==> src/rtl/absm_pkg.sv <==
// ----------------------------------------------------------------------------
// absm_pkg
// Shared types and constants for the ambient auto-brightness smoother.
// ----------------------------------------------------------------------------
`default_nettype none

package absm_pkg;

   localparam int TIME_W     = 32;
   localparam int LUX_W      = 16;
   localparam int LEVEL_W    = 8;
   localparam int FRAC_BITS  = 16;
   localparam int SMOOTH_W   = LEVEL_W + FRAC_BITS;

   localparam int CSR_INDEX_W = 4;
   localparam int CSR_DATA_W  = 16;

   // Configuration register indexes.
   localparam logic [CSR_INDEX_W-1:0] REG_AUTO_MIN    = 4'd0;
   localparam logic [CSR_INDEX_W-1:0] REG_AUTO_MAX    = 4'd1;
   localparam logic [CSR_INDEX_W-1:0] REG_LUX_MAX     = 4'd2;
   localparam logic [CSR_INDEX_W-1:0] REG_INTERVAL_MS = 4'd3;

   // Configuration reset values.
   localparam logic [LEVEL_W-1:0] AUTO_MIN_RESET    = 8'd10;
   localparam logic [LEVEL_W-1:0] AUTO_MAX_RESET    = 8'd255;
   localparam logic [LUX_W-1:0]   LUX_MAX_RESET     = 16'd1000;
   localparam logic [15:0]        INTERVAL_MS_RESET = 16'd1000;

   localparam logic [LEVEL_W-1:0] DEFAULT_LEVEL = 8'd128;

   // Filter factor 0.1 in Q0.16, as a signed operand.
   localparam int GAIN_W = 14;
   localparam logic signed [GAIN_W-1:0] FILTER_GAIN = 14'sd6554;

   // Long division of a 40-bit dividend, one quotient bit per step.
   localparam int DIV_STEPS  = LEVEL_W + LUX_W + FRAC_BITS;
   localparam int DIV_CNT_W  = $clog2(DIV_STEPS);

   typedef struct packed {
      logic [TIME_W-1:0]  now_ms;
      logic [LUX_W-1:0]   lux;
      logic               auto_mode;
      logic [LEVEL_W-1:0] manual_level;
   } req_type;

   typedef struct packed {
      logic [LEVEL_W-1:0] level;
      logic [LUX_W-1:0]   last_lux;
      logic               measured;
   } rsp_type;

   typedef struct packed {
      logic load;
      logic mul;
      logic div_step;
      logic filt;
      logic update;
      logic out_load;
   } cmd_type;

   typedef struct packed {
      logic measure;
      logic use_div;
   } stat_type;

endpackage

`default_nettype wire

==> src/rtl/absm_ctrl.sv <==
// ----------------------------------------------------------------------------
// absm_ctrl
// Sequencer for the smoother: handshakes, division step count and the
// result valid flag.
// ----------------------------------------------------------------------------
`default_nettype none

module absm_ctrl (
   input  wire logic              clock,
   input  wire logic              reset,
   input  wire logic              req_valid,
   output      logic              req_ready,
   output      logic              rsp_valid,
   input  wire logic              rsp_ready,
   input  wire absm_pkg::stat_type stat,
   output      absm_pkg::cmd_type  cmd
);

   localparam logic [2:0] S_IDLE = 3'd0;
   localparam logic [2:0] S_MUL  = 3'd1;
   localparam logic [2:0] S_DIV  = 3'd2;
   localparam logic [2:0] S_FILT = 3'd3;
   localparam logic [2:0] S_ADD  = 3'd4;
   localparam logic [2:0] S_DONE = 3'd5;

   localparam logic [absm_pkg::DIV_CNT_W-1:0] DIV_LAST =
      absm_pkg::DIV_CNT_W'(absm_pkg::DIV_STEPS - 1);

   logic [2:0]                       state_ff, state_in;
   logic [absm_pkg::DIV_CNT_W-1:0]   div_cnt_ff, div_cnt_in;
   logic                             rsp_valid_ff, rsp_valid_in;
   logic                             out_free;

   assign req_ready = (state_ff == S_IDLE);
   assign rsp_valid = rsp_valid_ff;
   assign out_free  = !rsp_valid_ff || rsp_ready;

   always_comb begin
      state_in     = state_ff;
      div_cnt_in   = div_cnt_ff;
      rsp_valid_in = rsp_valid_ff && !rsp_ready;
      cmd          = '0;
      case (state_ff)
         S_IDLE: begin
            if (req_valid) begin
               cmd.load = 1'b1;
               state_in = S_MUL;
            end
         end
         S_MUL: begin
            cmd.mul = 1'b1;
            if (!stat.measure) begin
               state_in = S_DONE;
            end else if (stat.use_div) begin
               state_in = S_DIV;
            end else begin
               state_in = S_FILT;
            end
         end
         S_DIV: begin
            cmd.div_step = 1'b1;
            if (div_cnt_ff == DIV_LAST) begin
               div_cnt_in = '0;
               state_in   = S_FILT;
            end else begin
               div_cnt_in = div_cnt_ff + 1'b1;
            end
         end
         S_FILT: begin
            cmd.filt = 1'b1;
            state_in = S_ADD;
         end
         S_ADD: begin
            cmd.update = 1'b1;
            state_in   = S_DONE;
         end
         S_DONE: begin
            if (out_free) begin
               cmd.out_load = 1'b1;
               rsp_valid_in = 1'b1;
               state_in     = S_IDLE;
            end
         end
         default: begin
            state_in   = S_IDLE;
            div_cnt_in = '0;
         end
      endcase
   end

   always_ff @(posedge clock) begin
      if (reset) begin
         state_ff     <= S_IDLE;
         div_cnt_ff   <= '0;
         rsp_valid_ff <= 1'b0;
      end else begin
         state_ff     <= state_in;
         div_cnt_ff   <= div_cnt_in;
         rsp_valid_ff <= rsp_valid_in;
      end
   end

   // An accepted transaction always starts with the multiply step.
   a_accept_to_mul: assert property (@(posedge clock) disable iff (reset)
      (req_valid && req_ready) |=> (state_ff == S_MUL))
      else $error("accepted transaction did not enter the multiply step");

   // The step counter only runs during division.
   a_cnt_idle: assert property (@(posedge clock) disable iff (reset)
      (state_ff != S_DIV) |-> (div_cnt_ff == '0))
      else $error("division counter nonzero outside division");

   // A result is never written over one that has not been taken.
   a_no_overwrite: assert property (@(posedge clock) disable iff (reset)
      cmd.out_load |-> out_free)
      else $error("result register overwritten while still pending");

   // A finished item waits while the output is blocked.
   a_done_hold: assert property (@(posedge clock) disable iff (reset)
      (state_ff == S_DONE && rsp_valid_ff && !rsp_ready) |=> (state_ff == S_DONE))
      else $error("finished item left while output was stalled");

endmodule

`default_nettype wire

==> src/rtl/absm_datapath.sv <==
// ----------------------------------------------------------------------------
// absm_datapath
// Configuration registers, interval check, target mapping with a shift and
// subtract divider, the low-pass filter and the result register.
// ----------------------------------------------------------------------------
`default_nettype none

module absm_datapath #(
   parameter logic [absm_pkg::LEVEL_W-1:0] DEFAULT_LEVEL = absm_pkg::DEFAULT_LEVEL
) (
   input  wire logic                                clock,
   input  wire logic                                reset,
   input  wire logic                                csr_write,
   input  wire logic [absm_pkg::CSR_INDEX_W-1:0]    csr_index,
   input  wire logic [absm_pkg::CSR_DATA_W-1:0]     csr_data,
   input  wire absm_pkg::req_type                   req_data,
   input  wire absm_pkg::cmd_type                   cmd,
   output      absm_pkg::stat_type                  stat,
   output      absm_pkg::rsp_type                   rsp_data
);

   localparam int LW  = absm_pkg::LEVEL_W;
   localparam int XW  = absm_pkg::LUX_W;
   localparam int FB  = absm_pkg::FRAC_BITS;
   localparam int SW  = absm_pkg::SMOOTH_W;
   localparam int TW  = absm_pkg::TIME_W;
   localparam int DW  = absm_pkg::DIV_STEPS;
   localparam int PW  = SW + 1 + absm_pkg::GAIN_W;

   // Configuration.
   logic [LW-1:0] auto_min_ff, auto_max_ff;
   logic [XW-1:0] lux_max_ff;
   logic [15:0]   interval_ff;

   // Architectural state.
   logic [SW-1:0] smooth_ff, smooth_in;
   logic [TW-1:0] last_time_ff;
   logic [XW-1:0] held_lux_ff;
   logic [LW-1:0] rounded_ff, rounded_in;

   // Captured transaction.
   logic [TW-1:0] now_ff;
   logic [XW-1:0] lux_ff;
   logic          auto_ff;
   logic [LW-1:0] manual_ff;
   logic          meas_ff;

   // Divider and filter work registers.
   logic [DW-1:0] div_work_ff;
   logic [XW-1:0] div_rem_ff;
   logic signed [PW-1:0] prod_ff;

   absm_pkg::rsp_type rsp_ff;

   logic [TW-1:0]         elapsed;
   logic                  meas_in;
   logic                  span_neg;
   logic [LW-1:0]         span_abs;
   logic [XW-1:0]         lux_clamp;
   logic [LW+XW-1:0]      mul_prod;
   logic [XW:0]           trial;
   logic                  trial_ok;
   logic [SW-1:0]         base;
   logic [SW-1:0]         quot;
   logic [SW-1:0]         target;
   logic signed [SW:0]    diff;
   logic signed [PW-1:0]  prod_in;
   logic signed [SW+1:0]  s_sum;
   logic [SW:0]           round_sum;

   assign elapsed = req_data.now_ms - last_time_ff;
   assign meas_in = (elapsed >= {{(TW-16){1'b0}}, interval_ff});

   assign stat.measure = meas_ff;
   assign stat.use_div = auto_ff && (lux_max_ff != '0);

   assign span_neg  = (auto_max_ff < auto_min_ff);
   assign span_abs  = span_neg ? (auto_min_ff - auto_max_ff) : (auto_max_ff - auto_min_ff);
   assign lux_clamp = (lux_ff < lux_max_ff) ? lux_ff : lux_max_ff;
   assign mul_prod  = lux_clamp * span_abs;

   assign trial    = {div_rem_ff, div_work_ff[DW-1]};
   assign trial_ok = (trial >= {1'b0, lux_max_ff});

   // The quotient never exceeds the span in Q8.16, so its low bits suffice.
   assign base = {auto_min_ff, {FB{1'b0}}};
   assign quot = div_work_ff[SW-1:0];

   always_comb begin
      if (!auto_ff) begin
         target = {manual_ff, {FB{1'b0}}};
      end else if (lux_max_ff == '0) begin
         target = {auto_max_ff, {FB{1'b0}}};
      end else if (span_neg) begin
         target = base - quot;
      end else begin
         target = base + quot;
      end
   end

   assign diff    = $signed({1'b0, target}) - $signed({1'b0, smooth_ff});
   assign prod_in = diff * absm_pkg::FILTER_GAIN;

   // Arithmetic shift of the product gives the floored filter step.
   assign s_sum = $signed({2'b00, smooth_ff})
                + $signed({{(SW+2-(PW-FB)){prod_ff[PW-1]}}, prod_ff[PW-1:FB]});

   always_comb begin
      if (s_sum[SW+1]) begin
         smooth_in = '0;
      end else if (s_sum[SW]) begin
         smooth_in = '1;
      end else begin
         smooth_in = s_sum[SW-1:0];
      end
      round_sum  = {1'b0, smooth_in} + (SW+1)'(1 << (FB - 1));
      rounded_in = round_sum[SW] ? '1 : round_sum[SW-1:FB];
   end

   // Configuration writes.
   always_ff @(posedge clock) begin
      if (reset) begin
         auto_min_ff <= absm_pkg::AUTO_MIN_RESET;
         auto_max_ff <= absm_pkg::AUTO_MAX_RESET;
         lux_max_ff  <= absm_pkg::LUX_MAX_RESET;
         interval_ff <= absm_pkg::INTERVAL_MS_RESET;
      end else if (csr_write) begin
         case (csr_index)
            absm_pkg::REG_AUTO_MIN:    auto_min_ff <= csr_data[LW-1:0];
            absm_pkg::REG_AUTO_MAX:    auto_max_ff <= csr_data[LW-1:0];
            absm_pkg::REG_LUX_MAX:     lux_max_ff  <= csr_data[XW-1:0];
            absm_pkg::REG_INTERVAL_MS: interval_ff <= csr_data[15:0];
            default: ;
         endcase
      end
   end

   // Filter state.
   always_ff @(posedge clock) begin
      if (reset) begin
         smooth_ff    <= {DEFAULT_LEVEL, {FB{1'b0}}};
         last_time_ff <= '0;
         held_lux_ff  <= '0;
         rounded_ff   <= DEFAULT_LEVEL;
      end else if (cmd.update) begin
         smooth_ff    <= smooth_in;
         last_time_ff <= now_ff;
         rounded_ff   <= rounded_in;
         if (auto_ff) begin
            held_lux_ff <= lux_ff;
         end
      end
   end

   // Work registers, no reset needed.
   always_ff @(posedge clock) begin
      if (cmd.load) begin
         now_ff    <= req_data.now_ms;
         lux_ff    <= req_data.lux;
         auto_ff   <= req_data.auto_mode;
         manual_ff <= req_data.manual_level;
         meas_ff   <= meas_in;
      end
      if (cmd.mul) begin
         div_work_ff <= {mul_prod, {FB{1'b0}}};
         div_rem_ff  <= '0;
      end else if (cmd.div_step) begin
         div_work_ff <= {div_work_ff[DW-2:0], trial_ok};
         div_rem_ff  <= trial_ok ? XW'(trial - {1'b0, lux_max_ff}) : trial[XW-1:0];
      end
      if (cmd.filt) begin
         prod_ff <= prod_in;
      end
      if (cmd.out_load) begin
         rsp_ff.level    <= rounded_ff;
         rsp_ff.last_lux <= held_lux_ff;
         rsp_ff.measured <= meas_ff;
      end
   end

   assign rsp_data = rsp_ff;

   // The divider remainder always stays below the divisor.
   a_rem_bound: assert property (@(posedge clock) disable iff (reset)
      $past(cmd.div_step) |-> (div_rem_ff < lux_max_ff))
      else $error("divider remainder not below divisor");

   // Without a measurement the filter state is left alone.
   a_no_meas_hold: assert property (@(posedge clock) disable iff (reset)
      (cmd.out_load && !meas_ff) |-> ($stable(smooth_ff) && $stable(last_time_ff)))
      else $error("filter state changed for an unmeasured item");

   // The rounded level follows the stored filter value.
   a_round_match: assert property (@(posedge clock) disable iff (reset)
      cmd.update |=> (rounded_ff == ((smooth_ff[SW-1:FB] == '1 && smooth_ff[FB-1])
                       ? {LW{1'b1}} : LW'(smooth_ff[SW-1:FB] + smooth_ff[FB-1]))))
      else $error("rounded level disagrees with filter value");

endmodule

`default_nettype wire

==> src/rtl/ambient_auto_brightness_smoother.sv <==
// ----------------------------------------------------------------------------
// ambient_auto_brightness_smoother
// Maps a lux reading or a manual level to a target brightness and smooths it
// with a first-order low-pass filter, at most once per configured interval.
// ----------------------------------------------------------------------------
//   Channel   Handshake              Payload
//   req       req_valid/req_ready    req_data  (now_ms, lux, auto_mode, manual_level)
//   rsp       rsp_valid/rsp_ready    rsp_data  (level, last_lux, measured)
//   csr       csr_valid/csr_ready    csr_index, csr_data (always ready)
//
// One transaction is in flight at a time. A measured auto-mode item passes the
// multiply, the 40-step shift and subtract divider, the filter and the update
// step before rsp_valid rises, together with req_ready. Manual mode or a zero
// lux_max skips the divider; an item inside the interval skips filter and update too.
// A new request is accepted while a finished result waits in the output register;
// a stalled output holds the next item at its last step. Reset is synchronous.
// ----------------------------------------------------------------------------
`default_nettype none

module ambient_auto_brightness_smoother #(
   parameter logic [absm_pkg::LEVEL_W-1:0] DEFAULT_LEVEL = absm_pkg::DEFAULT_LEVEL
) (
   input  wire logic                               clock,
   input  wire logic                               reset,
   input  wire logic                               req_valid,
   output      logic                               req_ready,
   input  wire absm_pkg::req_type                  req_data,
   output      logic                               rsp_valid,
   input  wire logic                               rsp_ready,
   output      absm_pkg::rsp_type                  rsp_data,
   input  wire logic                               csr_valid,
   output      logic                               csr_ready,
   input  wire logic [absm_pkg::CSR_INDEX_W-1:0]   csr_index,
   input  wire logic [absm_pkg::CSR_DATA_W-1:0]    csr_data
);

   absm_pkg::cmd_type  cmd;
   absm_pkg::stat_type stat;

   assign csr_ready = 1'b1;

   absm_ctrl u_ctrl (
      .clock     (clock),
      .reset     (reset),
      .req_valid (req_valid),
      .req_ready (req_ready),
      .rsp_valid (rsp_valid),
      .rsp_ready (rsp_ready),
      .stat      (stat),
      .cmd       (cmd)
   );

   absm_datapath #(
      .DEFAULT_LEVEL (DEFAULT_LEVEL)
   ) u_datapath (
      .clock     (clock),
      .reset     (reset),
      .csr_write (csr_valid),
      .csr_index (csr_index),
      .csr_data  (csr_data),
      .req_data  (req_data),
      .cmd       (cmd),
      .stat      (stat),
      .rsp_data  (rsp_data)
   );

endmodule

`default_nettype wire

==> config.mk <==
export PLATFORM = sky130hd
export DESIGN_NAME = ambient_auto_brightness_smoother
export DESIGN_NICKNAME = d
export VERILOG_FILES = /design/src/rtl/absm_pkg.sv /design/src/rtl/absm_ctrl.sv /design/src/rtl/absm_datapath.sv /design/src/rtl/ambient_auto_brightness_smoother.sv
export SDC_FILE = /design/constraint.sdc
export NUM_CORES = 1
export LEC_CHECK = 0
export ABC_AREA = 1
export BUFFER_PORTS_ARGS = -buffer_cell sky130_fd_sc_hd__buf_2
export CAP_MARGIN = 10
export CORE_ASPECT_RATIO = 0.9
export CORE_UTILIZATION = 30
export DETAILED_ROUTE_END_ITERATION = 10
export GPL_ROUTABILITY_DRIVEN = 0
export HOLD_SLACK_MARGIN = 0.06
export MAX_ROUTING_LAYER = met4
export PLACE_DENSITY_LB_ADDON = 0.1
export SLEW_MARGIN = 20
export SYNTH_ARGS = -nofsm -noshare
export SYNTH_HDL_FRONTEND = slang
export SYNTH_SLANG_ARGS = --single-unit
==> constraint.sdc <==
create_clock -name clock -period 17.16 [get_ports clock]
set_clock_uncertainty 0.2 [all_clocks]
set_input_delay 0.858 -clock clock [delete_from_list [all_inputs] [get_ports clock]]
set_output_delay 0.858 -clock clock [all_outputs]
set_load 0.02 [all_outputs]
==> reports/results.txt <==
XOR/XNOR Fraction of Synth Area - 5.03%
mux contribution to synthesized area - 0.174%
Hold Vio Cnt, Final - 0
# DRC - 0
Via Count - 24,300
most frequent cells in the layout - nand2_1 (732), inv_1 (694), a21oi_1 (363)
post-route cell area - 32,100 um2
pre-CTS WS - 8.06 ns
largest family of logic cells by synthesized area - adder cells
Crit path arrival time - 9.25 ns
commonest non-fill, non-tap cell in the layout - nand2_1
Avg WL per Cell - 17.3 um
ys async rst share - 0%
Avg Inst Size Synth - 7.63 um2
Yosys Warn Count - 0
vias in the first global route - 23,900
worst hold path class - flip-flop to flip-flop
most used cell, CP - inv_1
pin slew with the least headroom to its limit - 1.03 ns
Final HPWL DP - 72,800 um
placed cell area - 30,800 um2
crit path launch type - flip-flop
Die X-Extent - 329 um
DR pass1 iterations - 6
Setup Viol. Count Final - 0
Post-Route WL - 89,300 um
clock sink count - 300
CTS tree - built
post-CTS sizing - 0
Synth Area in Simple Gates - 17.9%
# rows - 107
Post-Syn Instances - 3,776
number of clock buffers inserted by TritonCTS - 37
die area - 97,300 um2
Post-CTS Setup Bufs - 0
Tot GR Track Use - 19.0%
max_slew headroom - 30.7%
synthesis-to-layout area growth - 11.3%
Crit Path Category - flip-flop to flip-flop
synthesized area - 28,800 um2
clk buf depth - 3
Crit Path Max Fanout - 12
worst skew pair latency - 0.58 ns
Required @ worst endpoint - 17.27 ns
endpoint type of the worst setup path - flip-flop
Max stage delay on crit path - 0.58 ns
htree depth - 2
post-DR vias/cell - 4.72
maxcap violations - 0
Die Height - 296 um
# IOs - 110
Tmin final - 9.14 ns
clk slew on worst S/H paths - 0.06 ns
largest net degree at the start of global routing - 86
outcome - completed
post-synth cell types - 68
Final nets - 4,446
setup TNS - 0 ns
sequential area share after synthesis - 25.4%
ANT nets after route - 0
DR iter-0 viols - 1,385
starting density of the core - 30.4%
RSZ-0062 raised after global routing - false
Adder-Cell Fraction of Synth Area - 26.0%
part of the cycle the worst path needs - 53.3%
Final WS setup - 8.02 ns
core area - 94,900 um2
Congestion Overflow GR - 0
pins over their slew limit - 0
complex-gate fraction of the synthesized area - 15.1%
achievable frequency - 109 MHz
flops & latches, synth - 300
Post-CTS Hold Fix Bufs - 0
first-pass GRT wire length - 141,000 um
layout cell share with drive strength beyond 1 - 7.04%
initial antenna violation count - 4
Post-synth EDFFs - 130
Root Buffer - clkbuf_16
final core area utilization - 33.8%
Slowest cell on crit path - nor2_1
IO Port Bufs - 108
ys flop type - dfxtp_1
Post-Synthesis Net Count - 4,357
==> synth_stat cells (all sizes together), types with 69 or more instances <==
master	n	share of area [%]
fa	166	12
inv	707	9.2
xor2	120	3.7
a21oi	372	6.6
nand3	120	2.2
o21ai	288	5.0
clkbuf	69	0.92
ha	333	14
nand2	751	10
edfxtp	130	14
nor2	249	3.3
dfxtp	170	12
==> kinds of logic after synthesis <==
group	count (synthesis)
AND/OR/NAND/NOR	1228
buffers and inverters	794
AO/OA/AOI/OAI	786
adder cells (fa/ha/maj)	499
flip-flops	300
XOR/XNOR	163
multiplexers	5
other	1
==> metrics by stage <==
stage / instances / hold WS, ns
3_5_place_dp: 5078 / 0.214
6_report: 5151 / 0.230
4_1_cts: 5146 / 0.229
5_1_grt: 5151 / 0.233
2_1_floorplan: 3776 / 0.203
3_3_place_gp: 5078 / 0.209
==> flip-flops by register name, indices dropped and copies added, names as in the netlist <==
signal and cells:
u_datapath.meas_ff 1, u_datapath.lux_ff 16, u_datapath.manual_ff 8, u_datapath.auto_max_ff 8, u_datapath.held_lux_ff 16, u_datapath.last_time_ff 32
u_datapath.now_ff 32, u_datapath.div_rem_ff 16, u_ctrl.div_cnt_ff 6, u_datapath.interval_ff 16, u_ctrl.rsp_valid 1, u_datapath.smooth_ff 24
u_ctrl.state_ff 3, u_datapath.auto_ff 1, u_datapath.rsp_data 25, u_datapath.auto_min_ff 8, u_datapath.rounded_ff 8, u_datapath.lux_max_ff 16
u_datapath.prod_ff 23, u_datapath.div_work_ff 40
==> worst max-delay path, delay by kind of cell, from the launching register on <==
family	cells	cell delay, ns
xor gates and xnor gates	2	0.57
DFF	1	0.31
buffers and inverters	8	1.00
and+or+nand+nor	12	2.56
AOI/OAI and AO/OA	6	1.27
adders and majority gates	7	2.98
==> per-layer routing <==
| metal | vias to the layer above | share of wire, % | track usage (%) |
|---|---|---|---|
| met4 | 0 | 1.0 | 2.63 |
| li1 | 12400 | - | - |
| met3 | 53 | 3.9 | 2.33 |
| met1 | 11400 | 54 | 28.6 |
| met5 | - | 0 | - |
| met2 | 415 | 41 | 27.3 |
==> layout make-up <==
class / instances / area (um2)
antenna: 4 / 10.0
clock buffer: 54 / 1040
clock inverter: 14 / 175
fill: 10200 / 62900
inverter: 709 / 2660
multi-input combinational: 2682 / 18500
sequential: 300 / 7310
tap: 1253 / 1570
timing repair buffer: 135 / 763
==> path summary, 6_finish.rpt <==
check        cells past startpoint  slack, ns                                    from                               end
max                             35       8.02  u_datapath.lux_max_ff[12]$_SDFFE_PP0P_  u_datapath.prod_ff[37]$_DFFE_PN_
min                              0       0.23  u_datapath.held_lux_ff[6]$_SDFFE_PP0P_  u_datapath.rsp_data[7]$_DFFE_PP_
max reg2reg                     35       8.02  u_datapath.lux_max_ff[12]$_SDFFE_PP0P_  u_datapath.prod_ff[37]$_DFFE_PN_
min reg2reg                      0       0.23  u_datapath.held_lux_ff[6]$_SDFFE_PP0P_  u_datapath.rsp_data[7]$_DFFE_PP_
Power is not shown: default switching activity piles up to over one toggle a cycle in this logic, so the estimate is an artifact.
